==> config.mk <==
export PLATFORM = sky130hd
export DESIGN_NAME = hash_bucket_insert_table_top
export DESIGN_NICKNAME = d
export VERILOG_FILES = /design/src/rtl/hbit_pkg.sv /design/src/rtl/hbit_hash.sv /design/src/rtl/hash_bucket_insert_table_top.sv
export SDC_FILE = /design/constraint.sdc
export NUM_CORES = 2
export LEC_CHECK = 0
export BUFFER_PORTS_ARGS = -buffer_cell sky130_fd_sc_hd__buf_2
export CAP_MARGIN = 20
export CORE_MARGIN = 2
export CORE_UTILIZATION = 60
export CTS_BUF_LIST = sky130_fd_sc_hd__clkbuf_8
export CTS_CLUSTER_DIAMETER = 200
export CTS_CLUSTER_SIZE = 25
export DETAILED_ROUTE_END_ITERATION = 8
export GPL_TIMING_DRIVEN = 0
export PLACE_DENSITY = 0.81
export REMOVE_ABC_BUFFERS = 1
export SETUP_SLACK_MARGIN = 0.02
export SLEW_MARGIN = 20
export SYNTH_ARGS = -nofsm -noshare
export SYNTH_HDL_FRONTEND = slang
export SYNTH_SLANG_ARGS = --single-unit
==> constraint.sdc <==
create_clock -name clk -period 11 [get_ports clk]
set_input_delay 1.65 -clock clk [delete_from_list [all_inputs] [get_ports clk]]
set_output_delay 1.65 -clock clk [all_outputs]
set_load 0.005 [all_outputs]
==> src/rtl/hbit_pkg.sv <==
// hbit_pkg: shared widths, codes, state types and arithmetic helpers for the
// bucketed hash table. Depends on nothing; every other file imports it.
package hbit_pkg;

  localparam int DEF_BUCKETS = 10;
  localparam int DEF_SLOTS   = 8;

  // field widths of the channels
  localparam int FUNC_W   = 2;
  localparam int KEY_W    = 16;
  localparam int BKT_W    = 4;
  localparam int SEL_W    = 3;
  localparam int STATUS_W = 2;
  localparam int FILL_W   = 4;
  localparam int MODE_W   = 2;

  localparam logic [FUNC_W-1:0] FUNC_INSERT = 2'd0;
  localparam logic [FUNC_W-1:0] FUNC_READ   = 2'd1;
  localparam logic [FUNC_W-1:0] FUNC_CLEAR  = 2'd2;

  localparam logic [MODE_W-1:0] MODE_DIV  = 2'd0;
  localparam logic [MODE_W-1:0] MODE_MID  = 2'd1;
  localparam logic [MODE_W-1:0] MODE_FOLD = 2'd2;

  localparam logic [STATUS_W-1:0] STAT_OK    = 2'd0;
  localparam logic [STATUS_W-1:0] STAT_FULL  = 2'd1;
  localparam logic [STATUS_W-1:0] STAT_EMPTY = 2'd2;

  // square of a 16-bit key, and the operand of the final mod
  localparam int SQ_W  = 32;
  // mid-square keeps at most six decimal digits, so below 2^20
  localparam int MOD_W = 20;
  localparam int FOLD_DIGITS = 5;

  localparam int POW10_N = 10;
  localparam logic [SQ_W-1:0] POW10 [POW10_N] = '{
    32'd1, 32'd10, 32'd100, 32'd1000, 32'd10000, 32'd100000,
    32'd1000000, 32'd10000000, 32'd100000000, 32'd1000000000
  };

  // ceil(2^36 / 10) gives an exact quotient for any 32-bit value
  localparam logic [32:0] DIV10_MUL   = 33'h1_9999_999A;
  localparam int          DIV10_SHIFT = 36;

  function automatic logic [SQ_W-1:0] div10(input logic [SQ_W-1:0] x);
    logic [64:0] p;
    p = {33'd0, x} * {32'd0, DIV10_MUL};
    return SQ_W'(p[64:DIV10_SHIFT]);
  endfunction

  typedef enum logic [1:0] {
    T_IDLE,
    T_HASH,
    T_LOOK,
    T_FIN
  } top_state_t;

  typedef enum logic [2:0] {
    H_IDLE,
    H_SQ,
    H_DCNT,
    H_DIV,
    H_FOLD,
    H_MODQ,
    H_MODR
  } hash_state_t;

  typedef struct packed {
    logic              start;
    logic [MODE_W-1:0] mode;
  } hash_req_t;

  typedef struct packed {
    logic             done;
    logic [BKT_W-1:0] bucket;
  } hash_rsp_t;

endpackage

==> src/rtl/hbit_hash.sv <==
// hbit_hash: multi-cycle key hash (division, mid-square, digit folding).
// Depends on hbit_pkg for the divide-by-ten helper, codes and types.
module hbit_hash
  import hbit_pkg::*;
#(
  parameter int BUCKETS = DEF_BUCKETS
) (
  input  logic             clk,
  input  logic             rst_n,
  input  hash_req_t        req,
  input  logic [KEY_W-1:0] key,
  output hash_rsp_t        rsp
);

  // reciprocal for x mod BUCKETS, exact for x < 2^MOD_W
  localparam int MOD_L  = $clog2(BUCKETS);
  localparam int MOD_S  = MOD_W + MOD_L;
  localparam int MOD_MW = MOD_W + 2;
  localparam logic [MOD_MW-1:0] MOD_M =
    MOD_MW'(((64'd1 << MOD_S) + 64'(BUCKETS) - 64'd1) / 64'(BUCKETS));

  localparam int SHIFT_MAX = (POW10_N + 1) / 2 - 1;
  localparam int SHF_W     = $clog2(SHIFT_MAX + 1);
  localparam int DCNT_W    = $clog2(POW10_N + 1);
  localparam int STEP_W    = $clog2(FOLD_DIGITS + 1);
  localparam int SUM_W     = 8;

  hash_state_t state_r, state_nxt;
  logic [SQ_W-1:0]  num_r, num_nxt;
  logic [SQ_W-1:0]  lo_r, lo_nxt;
  logic [SUM_W-1:0] sum_r, sum_nxt;
  logic [STEP_W-1:0] step_r, step_nxt;
  logic [SHF_W-1:0] shf_r, shf_nxt;
  logic [MOD_W-1:0] modv_r, modv_nxt;
  logic [MOD_W-1:0] modq_r, modq_nxt;

  logic [SQ_W-1:0]    quo;
  logic [SQ_W-1:0]    sq;
  logic [7:0]         dig8;
  logic [3:0]         dig;
  logic [SUM_W-1:0]   wdig;
  logic [SUM_W-1:0]   sum_add;
  logic [POW10_N-1:0] ge;
  logic [DCNT_W-1:0]  ndig;
  logic [DCNT_W-1:0]  mid;
  logic [SHF_W-1:0]   shf_set;
  logic [MOD_W+MOD_MW-1:0] mprod;
  logic [MOD_W-1:0]   rem;

  assign quo = div10(num_r);
  assign sq  = {16'd0, num_r[KEY_W-1:0]} * {16'd0, num_r[KEY_W-1:0]};

  // folding: lo_r holds the previous value and num_r its quotient
  assign dig8    = lo_r[7:0] - 8'(num_r[7:0] * 8'd10);
  assign dig     = dig8[3:0];
  assign wdig    = step_r[0] ? {4'd0, dig} : 8'({4'd0, dig} * 8'd10);
  assign sum_add = sum_r + wdig;

  always_comb begin
    for (int i = 0; i < POW10_N; i++) begin
      ge[i] = (num_r >= POW10[i]);
    end
  end

  assign ndig    = DCNT_W'($countones(ge));
  assign mid     = DCNT_W'((ndig + 1'b1) >> 1);
  assign shf_set = (mid == '0) ? '0 : SHF_W'(mid - 1'b1);

  assign mprod = {{MOD_MW{1'b0}}, modv_r} * {{MOD_W{1'b0}}, MOD_M};
  assign rem   = modv_r - MOD_W'(modq_r * MOD_W'(BUCKETS));

  assign rsp.done   = (state_r == H_MODR);
  assign rsp.bucket = BKT_W'(rem);

  always_comb begin
    state_nxt = state_r;
    num_nxt   = num_r;
    lo_nxt    = lo_r;
    sum_nxt   = sum_r;
    step_nxt  = step_r;
    shf_nxt   = shf_r;
    modv_nxt  = modv_r;
    modq_nxt  = modq_r;
    unique case (state_r)
      H_IDLE: begin
        if (req.start) begin
          unique case (req.mode)
            MODE_MID: begin
              num_nxt   = {16'd0, key};
              state_nxt = H_SQ;
            end
            MODE_FOLD: begin
              num_nxt   = {16'd0, key};
              step_nxt  = '0;
              sum_nxt   = '0;
              state_nxt = H_FOLD;
            end
            default: begin
              modv_nxt  = MOD_W'(key);
              state_nxt = H_MODQ;
            end
          endcase
        end
      end
      H_SQ: begin
        num_nxt   = sq;
        state_nxt = H_DCNT;
      end
      H_DCNT: begin
        shf_nxt   = shf_set;
        state_nxt = H_DIV;
      end
      H_DIV: begin
        if (shf_r == '0) begin
          modv_nxt  = num_r[MOD_W-1:0];
          state_nxt = H_MODQ;
        end else begin
          num_nxt = quo;
          shf_nxt = shf_r - 1'b1;
        end
      end
      H_FOLD: begin
        num_nxt  = quo;
        lo_nxt   = num_r;
        step_nxt = step_r + 1'b1;
        if (step_r != '0) begin
          sum_nxt = sum_add;
        end
        if (step_r == STEP_W'(FOLD_DIGITS)) begin
          modv_nxt  = MOD_W'(sum_add);
          state_nxt = H_MODQ;
        end
      end
      H_MODQ: begin
        modq_nxt  = MOD_W'(mprod >> MOD_S);
        state_nxt = H_MODR;
      end
      H_MODR: begin
        state_nxt = H_IDLE;
      end
      default: begin
        state_nxt = H_IDLE;
      end
    endcase
  end

  always_ff @(posedge clk) begin
    if (!rst_n) begin
      state_r <= H_IDLE;
    end else begin
      state_r <= state_nxt;
    end
  end

  always_ff @(posedge clk) begin
    num_r  <= num_nxt;
    lo_r   <= lo_nxt;
    sum_r  <= sum_nxt;
    step_r <= step_nxt;
    shf_r  <= shf_nxt;
    modv_r <= modv_nxt;
    modq_r <= modq_nxt;
  end

endmodule

==> src/rtl/hash_bucket_insert_table_top.sv <==
// hash_bucket_insert_table_top: bucketed hash table with bounded chains.
// Depends on hbit_pkg and instantiates hbit_hash.
//
// Input channel (in_valid/in_ready) carries one operation: insert a key,
// read the entry at a bucket and slot, or clear all buckets. Function code
// 3 is taken and dropped with no result. Each other operation gives one
// result on the out_valid/out_ready channel, held in an output register.
// cfg_wr_en writes the hash method; write it only while the block is idle.
//
// One operation at a time. A clear goes straight to the result step. A read
// first takes the lookup step, a registered read of the count and entry
// memories before the write-back. An insert first runs the hash sequencer
// (one divide-by-ten step a cycle, one step per decimal digit dropped from
// a mid-square, then a reciprocal mod as a quotient and a remainder step)
// and then the lookup step.
// If the receiver stalls, the finished result waits in the last step and
// no memory is updated until it can be loaded into the output register.
// Reset clears the per-bucket valid bits (all counts read as zero), the
// hash method and the output valid flag; there is no clearing pass.
module hash_bucket_insert_table_top
  import hbit_pkg::*;
#(
  parameter int BUCKETS = DEF_BUCKETS,
  parameter int SLOTS   = DEF_SLOTS
) (
  input  logic                clk,
  input  logic                rst_n,
  input  logic                cfg_wr_en,
  input  logic [MODE_W-1:0]   cfg_wr_data,
  input  logic                in_valid,
  output logic                in_ready,
  input  logic [FUNC_W-1:0]   in_func,
  input  logic [KEY_W-1:0]    in_key,
  input  logic [BKT_W-1:0]    in_bucket_sel,
  input  logic [SEL_W-1:0]    in_slot_sel,
  output logic                out_valid,
  input  logic                out_ready,
  output logic [STATUS_W-1:0] out_status,
  output logic [BKT_W-1:0]    out_bucket,
  output logic [SEL_W-1:0]    out_slot,
  output logic [KEY_W-1:0]    out_value,
  output logic [FILL_W-1:0]   out_fill
);

  localparam int BW    = $clog2(BUCKETS);
  localparam int CW    = $clog2(SLOTS + 1);
  localparam int DEPTH = BUCKETS * SLOTS;
  localparam int AW    = $clog2(DEPTH);

  top_state_t state_r, state_nxt;

  logic [MODE_W-1:0] hash_mode_r;
  logic [FUNC_W-1:0] func_r;
  logic [KEY_W-1:0]  key_r;
  logic [BKT_W-1:0]  bsel_r;
  logic [SEL_W-1:0]  ssel_r;
  logic [BKT_W-1:0]  bkt_r;
  logic [BUCKETS-1:0] cnt_vld_r;
  logic [CW-1:0]     cnt_rd_r;
  logic [KEY_W-1:0]  ent_rd_r;

  logic [CW-1:0]    cnt_mem [BUCKETS];
  logic [KEY_W-1:0] ent_mem [DEPTH];

  logic                out_valid_r;
  logic [STATUS_W-1:0] out_status_r, out_status_nxt;
  logic [BKT_W-1:0]    out_bucket_r, out_bucket_nxt;
  logic [SEL_W-1:0]    out_slot_r, out_slot_nxt;
  logic [KEY_W-1:0]    out_value_r, out_value_nxt;
  logic [FILL_W-1:0]   out_fill_r, out_fill_nxt;

  hash_req_t hreq;
  hash_rsp_t hrsp;

  logic          in_xfer;
  logic          commit;
  logic          bsel_ok;
  logic          ssel_ok;
  logic [BW-1:0] cidx;
  logic [CW-1:0] n;
  logic [CW-1:0] n_inc;
  logic          full;
  logic [AW-1:0] raddr;
  logic [AW-1:0] waddr;
  logic          cnt_we;

  assign in_ready = (state_r == T_IDLE);
  assign in_xfer  = in_valid && in_ready;
  assign commit   = (state_r == T_FIN) && (!out_valid_r || out_ready);

  assign hreq.start = in_xfer && (in_func == FUNC_INSERT);
  assign hreq.mode  = hash_mode_r;

  hbit_hash #(
    .BUCKETS (BUCKETS)
  ) u_hash (
    .clk   (clk),
    .rst_n (rst_n),
    .req   (hreq),
    .key   (in_key),
    .rsp   (hrsp)
  );

  assign bsel_ok = (int'(bsel_r) < BUCKETS);
  assign ssel_ok = bsel_ok && (int'(ssel_r) < SLOTS);
  assign cidx    = (func_r == FUNC_INSERT) ? bkt_r[BW-1:0] :
                   (bsel_ok ? bsel_r[BW-1:0] : '0);

  // a bucket without its valid bit has been emptied since last written
  assign n      = cnt_vld_r[cidx] ? cnt_rd_r : '0;
  assign n_inc  = n + 1'b1;
  assign full   = (int'(n) >= SLOTS);
  assign raddr  = ssel_ok ? AW'(int'(bsel_r) * SLOTS + int'(ssel_r)) : '0;
  assign waddr  = AW'(int'(bkt_r) * SLOTS + int'(n));
  assign cnt_we = commit && (func_r == FUNC_INSERT) && !full;

  always_comb begin
    state_nxt = state_r;
    unique case (state_r)
      T_IDLE: begin
        if (in_xfer) begin
          case (in_func)
            FUNC_INSERT: state_nxt = T_HASH;
            FUNC_READ:   state_nxt = T_LOOK;
            FUNC_CLEAR:  state_nxt = T_FIN;
            default:     state_nxt = T_IDLE;
          endcase
        end
      end
      T_HASH: begin
        if (hrsp.done) begin
          state_nxt = T_LOOK;
        end
      end
      T_LOOK: begin
        state_nxt = T_FIN;
      end
      T_FIN: begin
        if (commit) begin
          state_nxt = T_IDLE;
        end
      end
      default: begin
        state_nxt = T_IDLE;
      end
    endcase
  end

  always_comb begin
    out_status_nxt = STAT_OK;
    out_bucket_nxt = '0;
    out_slot_nxt   = '0;
    out_value_nxt  = '0;
    out_fill_nxt   = '0;
    case (func_r)
      FUNC_INSERT: begin
        out_bucket_nxt = bkt_r;
        out_value_nxt  = key_r;
        if (full) begin
          out_status_nxt = STAT_FULL;
          out_fill_nxt   = FILL_W'(SLOTS);
        end else begin
          out_slot_nxt = SEL_W'(n);
          out_fill_nxt = FILL_W'(n_inc);
        end
      end
      FUNC_READ: begin
        out_bucket_nxt = bsel_r;
        out_slot_nxt   = ssel_r;
        if (!bsel_ok) begin
          out_status_nxt = STAT_EMPTY;
        end else if (!ssel_ok || (int'(ssel_r) >= int'(n))) begin
          out_status_nxt = STAT_EMPTY;
          out_fill_nxt   = FILL_W'(n);
        end else begin
          out_value_nxt = ent_rd_r;
          out_fill_nxt  = FILL_W'(n);
        end
      end
      default: begin
        // clear gives an all-zero result
      end
    endcase
  end

  always_ff @(posedge clk) begin
    if (!rst_n) begin
      state_r     <= T_IDLE;
      hash_mode_r <= MODE_DIV;
      cnt_vld_r   <= '0;
      out_valid_r <= 1'b0;
    end else begin
      state_r <= state_nxt;
      if (cfg_wr_en) begin
        hash_mode_r <= cfg_wr_data;
      end
      if (commit && (func_r == FUNC_CLEAR)) begin
        cnt_vld_r <= '0;
      end else if (cnt_we) begin
        cnt_vld_r[cidx] <= 1'b1;
      end
      if (commit) begin
        out_valid_r <= 1'b1;
      end else if (out_ready) begin
        out_valid_r <= 1'b0;
      end
    end
  end

  always_ff @(posedge clk) begin
    if (in_xfer) begin
      func_r <= in_func;
      key_r  <= in_key;
      bsel_r <= in_bucket_sel;
      ssel_r <= in_slot_sel;
    end
    if ((state_r == T_HASH) && hrsp.done) begin
      bkt_r <= hrsp.bucket;
    end
    if (commit) begin
      out_status_r <= out_status_nxt;
      out_bucket_r <= out_bucket_nxt;
      out_slot_r   <= out_slot_nxt;
      out_value_r  <= out_value_nxt;
      out_fill_r   <= out_fill_nxt;
    end
  end

  // bucket count memory: read in the lookup step, written back when an insert into a bucket that is not full commits
  always_ff @(posedge clk) begin
    if (state_r == T_LOOK) begin
      cnt_rd_r <= cnt_mem[cidx];
    end
    if (cnt_we) begin
      cnt_mem[cidx] <= n_inc;
    end
  end

  // entry memory: one row of SLOTS entries per bucket
  always_ff @(posedge clk) begin
    if (state_r == T_LOOK) begin
      ent_rd_r <= ent_mem[raddr];
    end
    if (cnt_we) begin
      ent_mem[waddr] <= key_r;
    end
  end

  assign out_valid  = out_valid_r;
  assign out_status = out_status_r;
  assign out_bucket = out_bucket_r;
  assign out_slot   = out_slot_r;
  assign out_value  = out_value_r;
  assign out_fill   = out_fill_r;

endmodule

After elaboration in Yosys (flattened, before gate mapping)
Memories as Yosys holds them, arrays and structs flattened. A register that Yosys moved wholly into a read port is not among the register bits. Index checks and enable logic that the tools add are counted. Widths: inputs -> output; s select.

Bits in writable memories: 1320. Register bits after elaboration: 163. Memories: 2. Input bits: 32. Word-level logic and storage cells: 182.

Memory list: ent_mem (depth 80, bits a word 16, rd ports 1, clocked after memory_dff 1, wr ports 1, RTL line hash_bucket_insert_table_top.sv:63) `logic [KEY_W-1:0] ent_mem [DEPTH];`; cnt_mem (depth 10, bits a word 4, rd ports 1, clocked after memory_dff 1, wr ports 1, RTL line hash_bucket_insert_table_top.sv:62) `logic [CW-1:0] cnt_mem [BUCKETS];`.

Order comparisons: 15. Reduce and logical (&&, ||, !) cells: 34. Bitwise logic cells: 2. Multiplexer cells: 55. Add/subtract/negate cells: 19. $mul: 6. Eq/ne operators: 27.

Operator list (number): $pmux 32 s4 (1); $mux 32 (3); $mux 20 (4); $mul 32x32->64 const B (1); $pmux 20 s3 (1); $mul 20x20->40 const B (1); $ge 32x1->1 const B (1); $ge 32x10->1 const B (1); $ge 32x14->1 const B (1); $ge 32x17->1 const B (1); $ge 32x20->1 const B (1); $ge 32x24->1 const B (1); $ge 32x27->1 const B (1); $ge 32x30->1 const B (1); $ge 32x4->1 const B (1); $ge 32x7->1 const B (1); $mul 16x16->32 (1); $mux 16 (2); $mux 8 (4); $pmux 16 s2 (1); $mux 3 (8); $pmux 3 s2 (4); $mux 4 (5); $pmux 3 s6 (1); other kinds (50) (111).

Longest topological paths before layout
Depth after elaboration: 11. Depth in mapped cells: 30. Mapped depth without buffers: 27.

Cells and area by module
Synthesis repeated with hierarchy kept, for this count alone.

Cells, all modules: 7001. Area total of the unflattened synthesis: 90396.7 um^2.

Modules (own cells, without submodules): hash_bucket_insert_table_top (instances 1, sequential area each 42280.6 um^2, cells each 3500, area an instance 56212.7 um^2); hbit_hash (instances 1, sequential area each 2252.2 um^2, cells each 3501, area an instance 34184.0 um^2).

Worst setup path before layout
OpenSTA, ideal clock, no wires.

Kind: flip-flop to flip-flop. Start point: register u_hash.num_r[12]. End point: register u_hash.num_r[27], data pin. Required time: 10.729 ns. Arrival: 7.680 ns. Stages on the path, launching flop included: 30. Path slack: 3.049 ns. Path through: edfxtp_1 clkbuf_1 inv_1 clkbuf_1 ha_1 clkbuf_1 xor2_1 ha_1 a21oi_1 fa_1 fa_1 inv_1 fa_1 fa_1 fa_1 inv_1 fa_1 inv_1 ha_1 a21oi_1 o21ai_0 a221oi_1 o21ai_1 a21oi_1 o211ai_1 or2_0 clkbuf_1 a221oi_2 xnor2_1 o22ai_1.

Word-level cells in the longest chain between the ends: 3.

Ends and longest elaborated chain: start, declared (RTL line hbit_hash.sv:29) `logic [SQ_W-1:0] num_r, num_nxt;`; start signal, assigned (RTL line hbit_hash.sv:156) `num_r <= num_nxt;`; $mul 32x32->64 (RTL line hbit_pkg.sv:47) `p = {33'd0, x} * {32'd0, DIV10_MUL};`; $mux 32 (RTL line hbit_hash.sv:114) `if (shf_r == '0) begin`; $pmux 32 s4 (*) (RTL line hbit_hash.sv:84) `unique case (state_r)`; net u_hash.num_nxt[27] (RTL line hbit_hash.sv:29).

The timed path passes the listed nets; every way through them passes the cells marked *. The select of a mux whose other input is x is not followed. A chain may end at the register's enable or synchronous reset.

Worst setup path after layout
Start point: register u_hash.num_r[13]. End point: register u_hash.num_r[6], data pin.

Word-level cells in the longest chain between the ends: 3.

Ends and longest elaborated chain (RTL line): $mul 32x32->64 (*) (hbit_pkg.sv:47); $mux 32 (hbit_hash.sv:114); $pmux 32 s4 (*) (hbit_hash.sv:84); net u_hash.num_nxt[6] (hbit_hash.sv:29).

Marked as above.

==> results.json <==
{
  "synthTopCellsByArea": "edfxtp_1 49%, fa_1 15%, ha_1 9.7%, nand2_1 4.6%, inv_1 4.3%",
  "synth_top_area_share": 0.486,
  "postRouteAntennaNets": 0,
  "die_y_um": 393,
  "ys_ff_latch": 1489,
  "drv_cap": 0,
  "die-width_um": 393,
  "grt_max_degree": 77,
  "synthToLayoutAreaGrowth_pct": 7.25,
  "synth_edf_count": 1471,
  "cts_tree": "built",
  "rr_endpoint": "u_hash.num_r[6]",
  "syn_avg_cell_area_um2": 12.0,
  "initial_core_util": 0.605,
  "layout_common_cells": "1471 x edfxtp_1, 1102 x nand2_1, 1047 x inv_1",
  "cts_root_buf": "clkbuf_8",
  "slew_violations": 0,
  "grt_pass1_wl_um": 372000,
  "skew_ns": 0.0740,
  "rows": 142,
  "timing.rr.start": "u_hash.num_r[13]",
  "clock_latency_ns": 0.86,
  "critPathMaxFanout": 16,
  "avgRoutedWirePerCell_um": 25.7,
  "regToRegSetupSlack_ns": 0.50,
  "cp-startpoint": "u_hash.num_r[13]",
  "drc_errors": 3,
  "fin_crit_sh": 0.955,
  "ys_warn_count": 0,
  "synth_top_flop_cell": "edfxtp_1",
  "async_reset_ff_frac": 0,
  "drive_above_1_share": 0.0687,
  "place_hpwl_um": 184000,
  "numCtsBuffers": 69,
  "synth_top_area_cell": "edfxtp_1",
  "synth-seq-area-share": 0.490,
  "endpoint": "u_hash.num_r[6]",
  "core_um2": 150000,
  "vias": 60200,
  "max_slew.worst_pin.slew_ns": 1.16,
  "rsz0062_at_grt": "false",
  "crit_required_ns": 11.58,
  "hold_class": "reg2reg",
  "slew_headroom": 0.222,
  "gr-total-overflow": 0,
  "gp_congestion": 0.994,
  "fill_cells": 10500,
  "io_buffers": 62,
  "drt-total-wl_um": 247000,
  "setup_violations": 0,
  "synth_cell_type_count": 79,
  "syn_area_um2": 90800,
  "cts.sinks": 1489,
  "track_usage": 0.324,
  "endpoint_kind": "register",
  "grt_pass1_vias": 60200,
  "viasPerCell": 6.25,
  "status": "finished, violations left",
  "critical_path_arrival_ns": 11.08,
  "initialDrtViolationCount": 7769,
  "cts_buffer_depth": 3,
  "fin_crit_ns": 10.50,
  "final_common_cell": "edfxtp_1",
  "path_class": "reg2reg",
  "violations": "design-rule violations",
  "synth_cells": 7581,
  "cts_max_level": 3,
  "dr.pass1.iters": 8,
  "clkTransAtPathRegs_ns": 0.17,
  "cp-start-kind": "register",
  "fmax_mhz": 95.2,
  "cts_hold_buf": 0,
  "reg2reg_depth": 23,
  "antenna_found_initial": 11,
  "hold_violations": 0,
  "ios": 63,
  "die_area_um2": 154000,
  "timing.hold.ws_ns": 0.486,
  "nets": 8982
}
what timing repair did:
action | CTS | global route
endpoints found under the setup margin | 0 | 7
resized for setup | 0 | 1
buffers inserted | 0 | 5
worst max-delay path, cell delays in order (launching register included):
cell and delay, ns:
edfxtp_1 0.98, clkinv_1 0.99, ha_1 0.68, inv_1 0.32, fa_1 0.51, fa_1 0.58, fa_1 0.53, inv_1 0.05
fa_1 0.47, fa_1 0.52, fa_1 0.55, inv_1 0.06, fa_1 0.54, inv_1 0.05, ha_1 0.38, nand2_1 0.14
o221ai_1 0.20, nor3b_1 0.23, o21ai_0 0.22, o311ai_0 0.89, nor2b_1 0.29, o21ai_0 0.13, xnor2_1 0.67, o221ai_1 0.20
how the worst min path moves through the flow:
stage                              end  cells after the start         start
after global placement    cnt_vld_r[8]                      1  cnt_vld_r[8]
final                     cnt_vld_r[1]                      1  cnt_vld_r[1]
after detailed placement  cnt_vld_r[0]                      1  cnt_vld_r[0]
after floorplan           cnt_vld_r[0]                      1  cnt_vld_r[0]
after CTS                 cnt_vld_r[0]                      1  cnt_vld_r[0]
after global routing      cnt_vld_r[8]                      1  cnt_vld_r[8]
per-stage QoR:
step / setup WS [ns] / util / instances / area [um2] / TNS, ns
2_1_floorplan: -5.38 / - / 7242 / 89500 / -86.00
3_3_place_gp: -21.20 / 0.615 / 9320 / 92300 / -4289.34
3_5_place_dp: 0.359 / 0.641 / 9527 / 96200 / 0
4_1_cts: 0.334 / 0.648 / 9618 / 97300 / 0
5_1_grt: 0.188 / 0.649 / 9626 / 97400 / 0
6_report: 0.500 / 0.649 / 9630 / 97400 / 0
sequential cells by signal, summed over array words and instances, names as in the netlist, 3 cells and up:
name            flops
u_hash.lo_r         4
u_hash.shf_r        3
key_r              16
u_hash.modv_r      20
cnt_mem            40
out_fill            4
out_slot            3
ent_rd_r           16
bkt_r               4
bsel_r              4
u_hash.step_r       3
u_hash.sum_r        8
ssel_r              3
cnt_vld_r          10
u_hash.state_r      3
u_hash.modq_r       3
ent_mem          1280
u_hash.num_r       32
out_bucket          4
out_value          16
cnt_rd_r            4
area by class of cell:
type	count	area, um2	area share
Clock inverter	20	143	0.00146
Antenna cell	5	12.5	0.000128
Clock buffer	71	977	0.0100
Multi-Input combinational cell	4711	41300	0.424
Tap cell	2016	2520	0.0259
Sequential cell	1489	44500	0.457
Timing Repair Buffer	276	3950	0.0406
Inverter	1042	3920	0.0402
kinds of logic after synthesis:
family | Yosys count | synth area share
AOI/OAI and AO/OA | 864 | 0.0645
xor gates and xnor gates | 147 | 0.0142
adders and majority gates | 1361 | 0.242
buffers and inverters | 1381 | 0.0579
DFF | 1489 | 0.490
muxes | 221 | 0.0290
and+or+nand+nor | 2118 | 0.102
cells in the mapped netlist, types with 18 or more instances:
| cell | count |
|---|---|
| a21o_1 | 63 |
| a21oi_1 | 149 |
| a311oi_1 | 137 |
| a31oi_1 | 151 |
| and3_1 | 148 |
| buf_1 | 19 |
| buf_2 | 38 |
| clkbuf_1 | 276 |
| dfxtp_1 | 18 |
| edfxtp_1 | 1471 |
| fa_1 | 659 |
| ha_1 | 702 |
| inv_1 | 1035 |
| mux2_2 | 18 |
| mux2i_1 | 171 |
| mux4_2 | 32 |
| nand2_1 | 1106 |
| nand3_1 | 421 |
| nand4_1 | 24 |
| nor2_1 | 285 |
| nor2b_1 | 28 |
| nor3_1 | 31 |
| o211ai_1 | 39 |
| o21a_1 | 31 |
| o21ai_0 | 136 |
| o21ai_1 | 19 |
| xnor2_1 | 85 |
| xor2_1 | 62 |
per-layer routing:
layer,track usage,part of all wire
met1,0.434,0.37
met2,0.521,0.47
met3,0.0656,0.11
met4,0.135,0.047
met5,0,0.00045
Power is left out: the tool's default activity adds up to more than one toggle a clock period on the data nets, which glitch-free logic cannot reach.
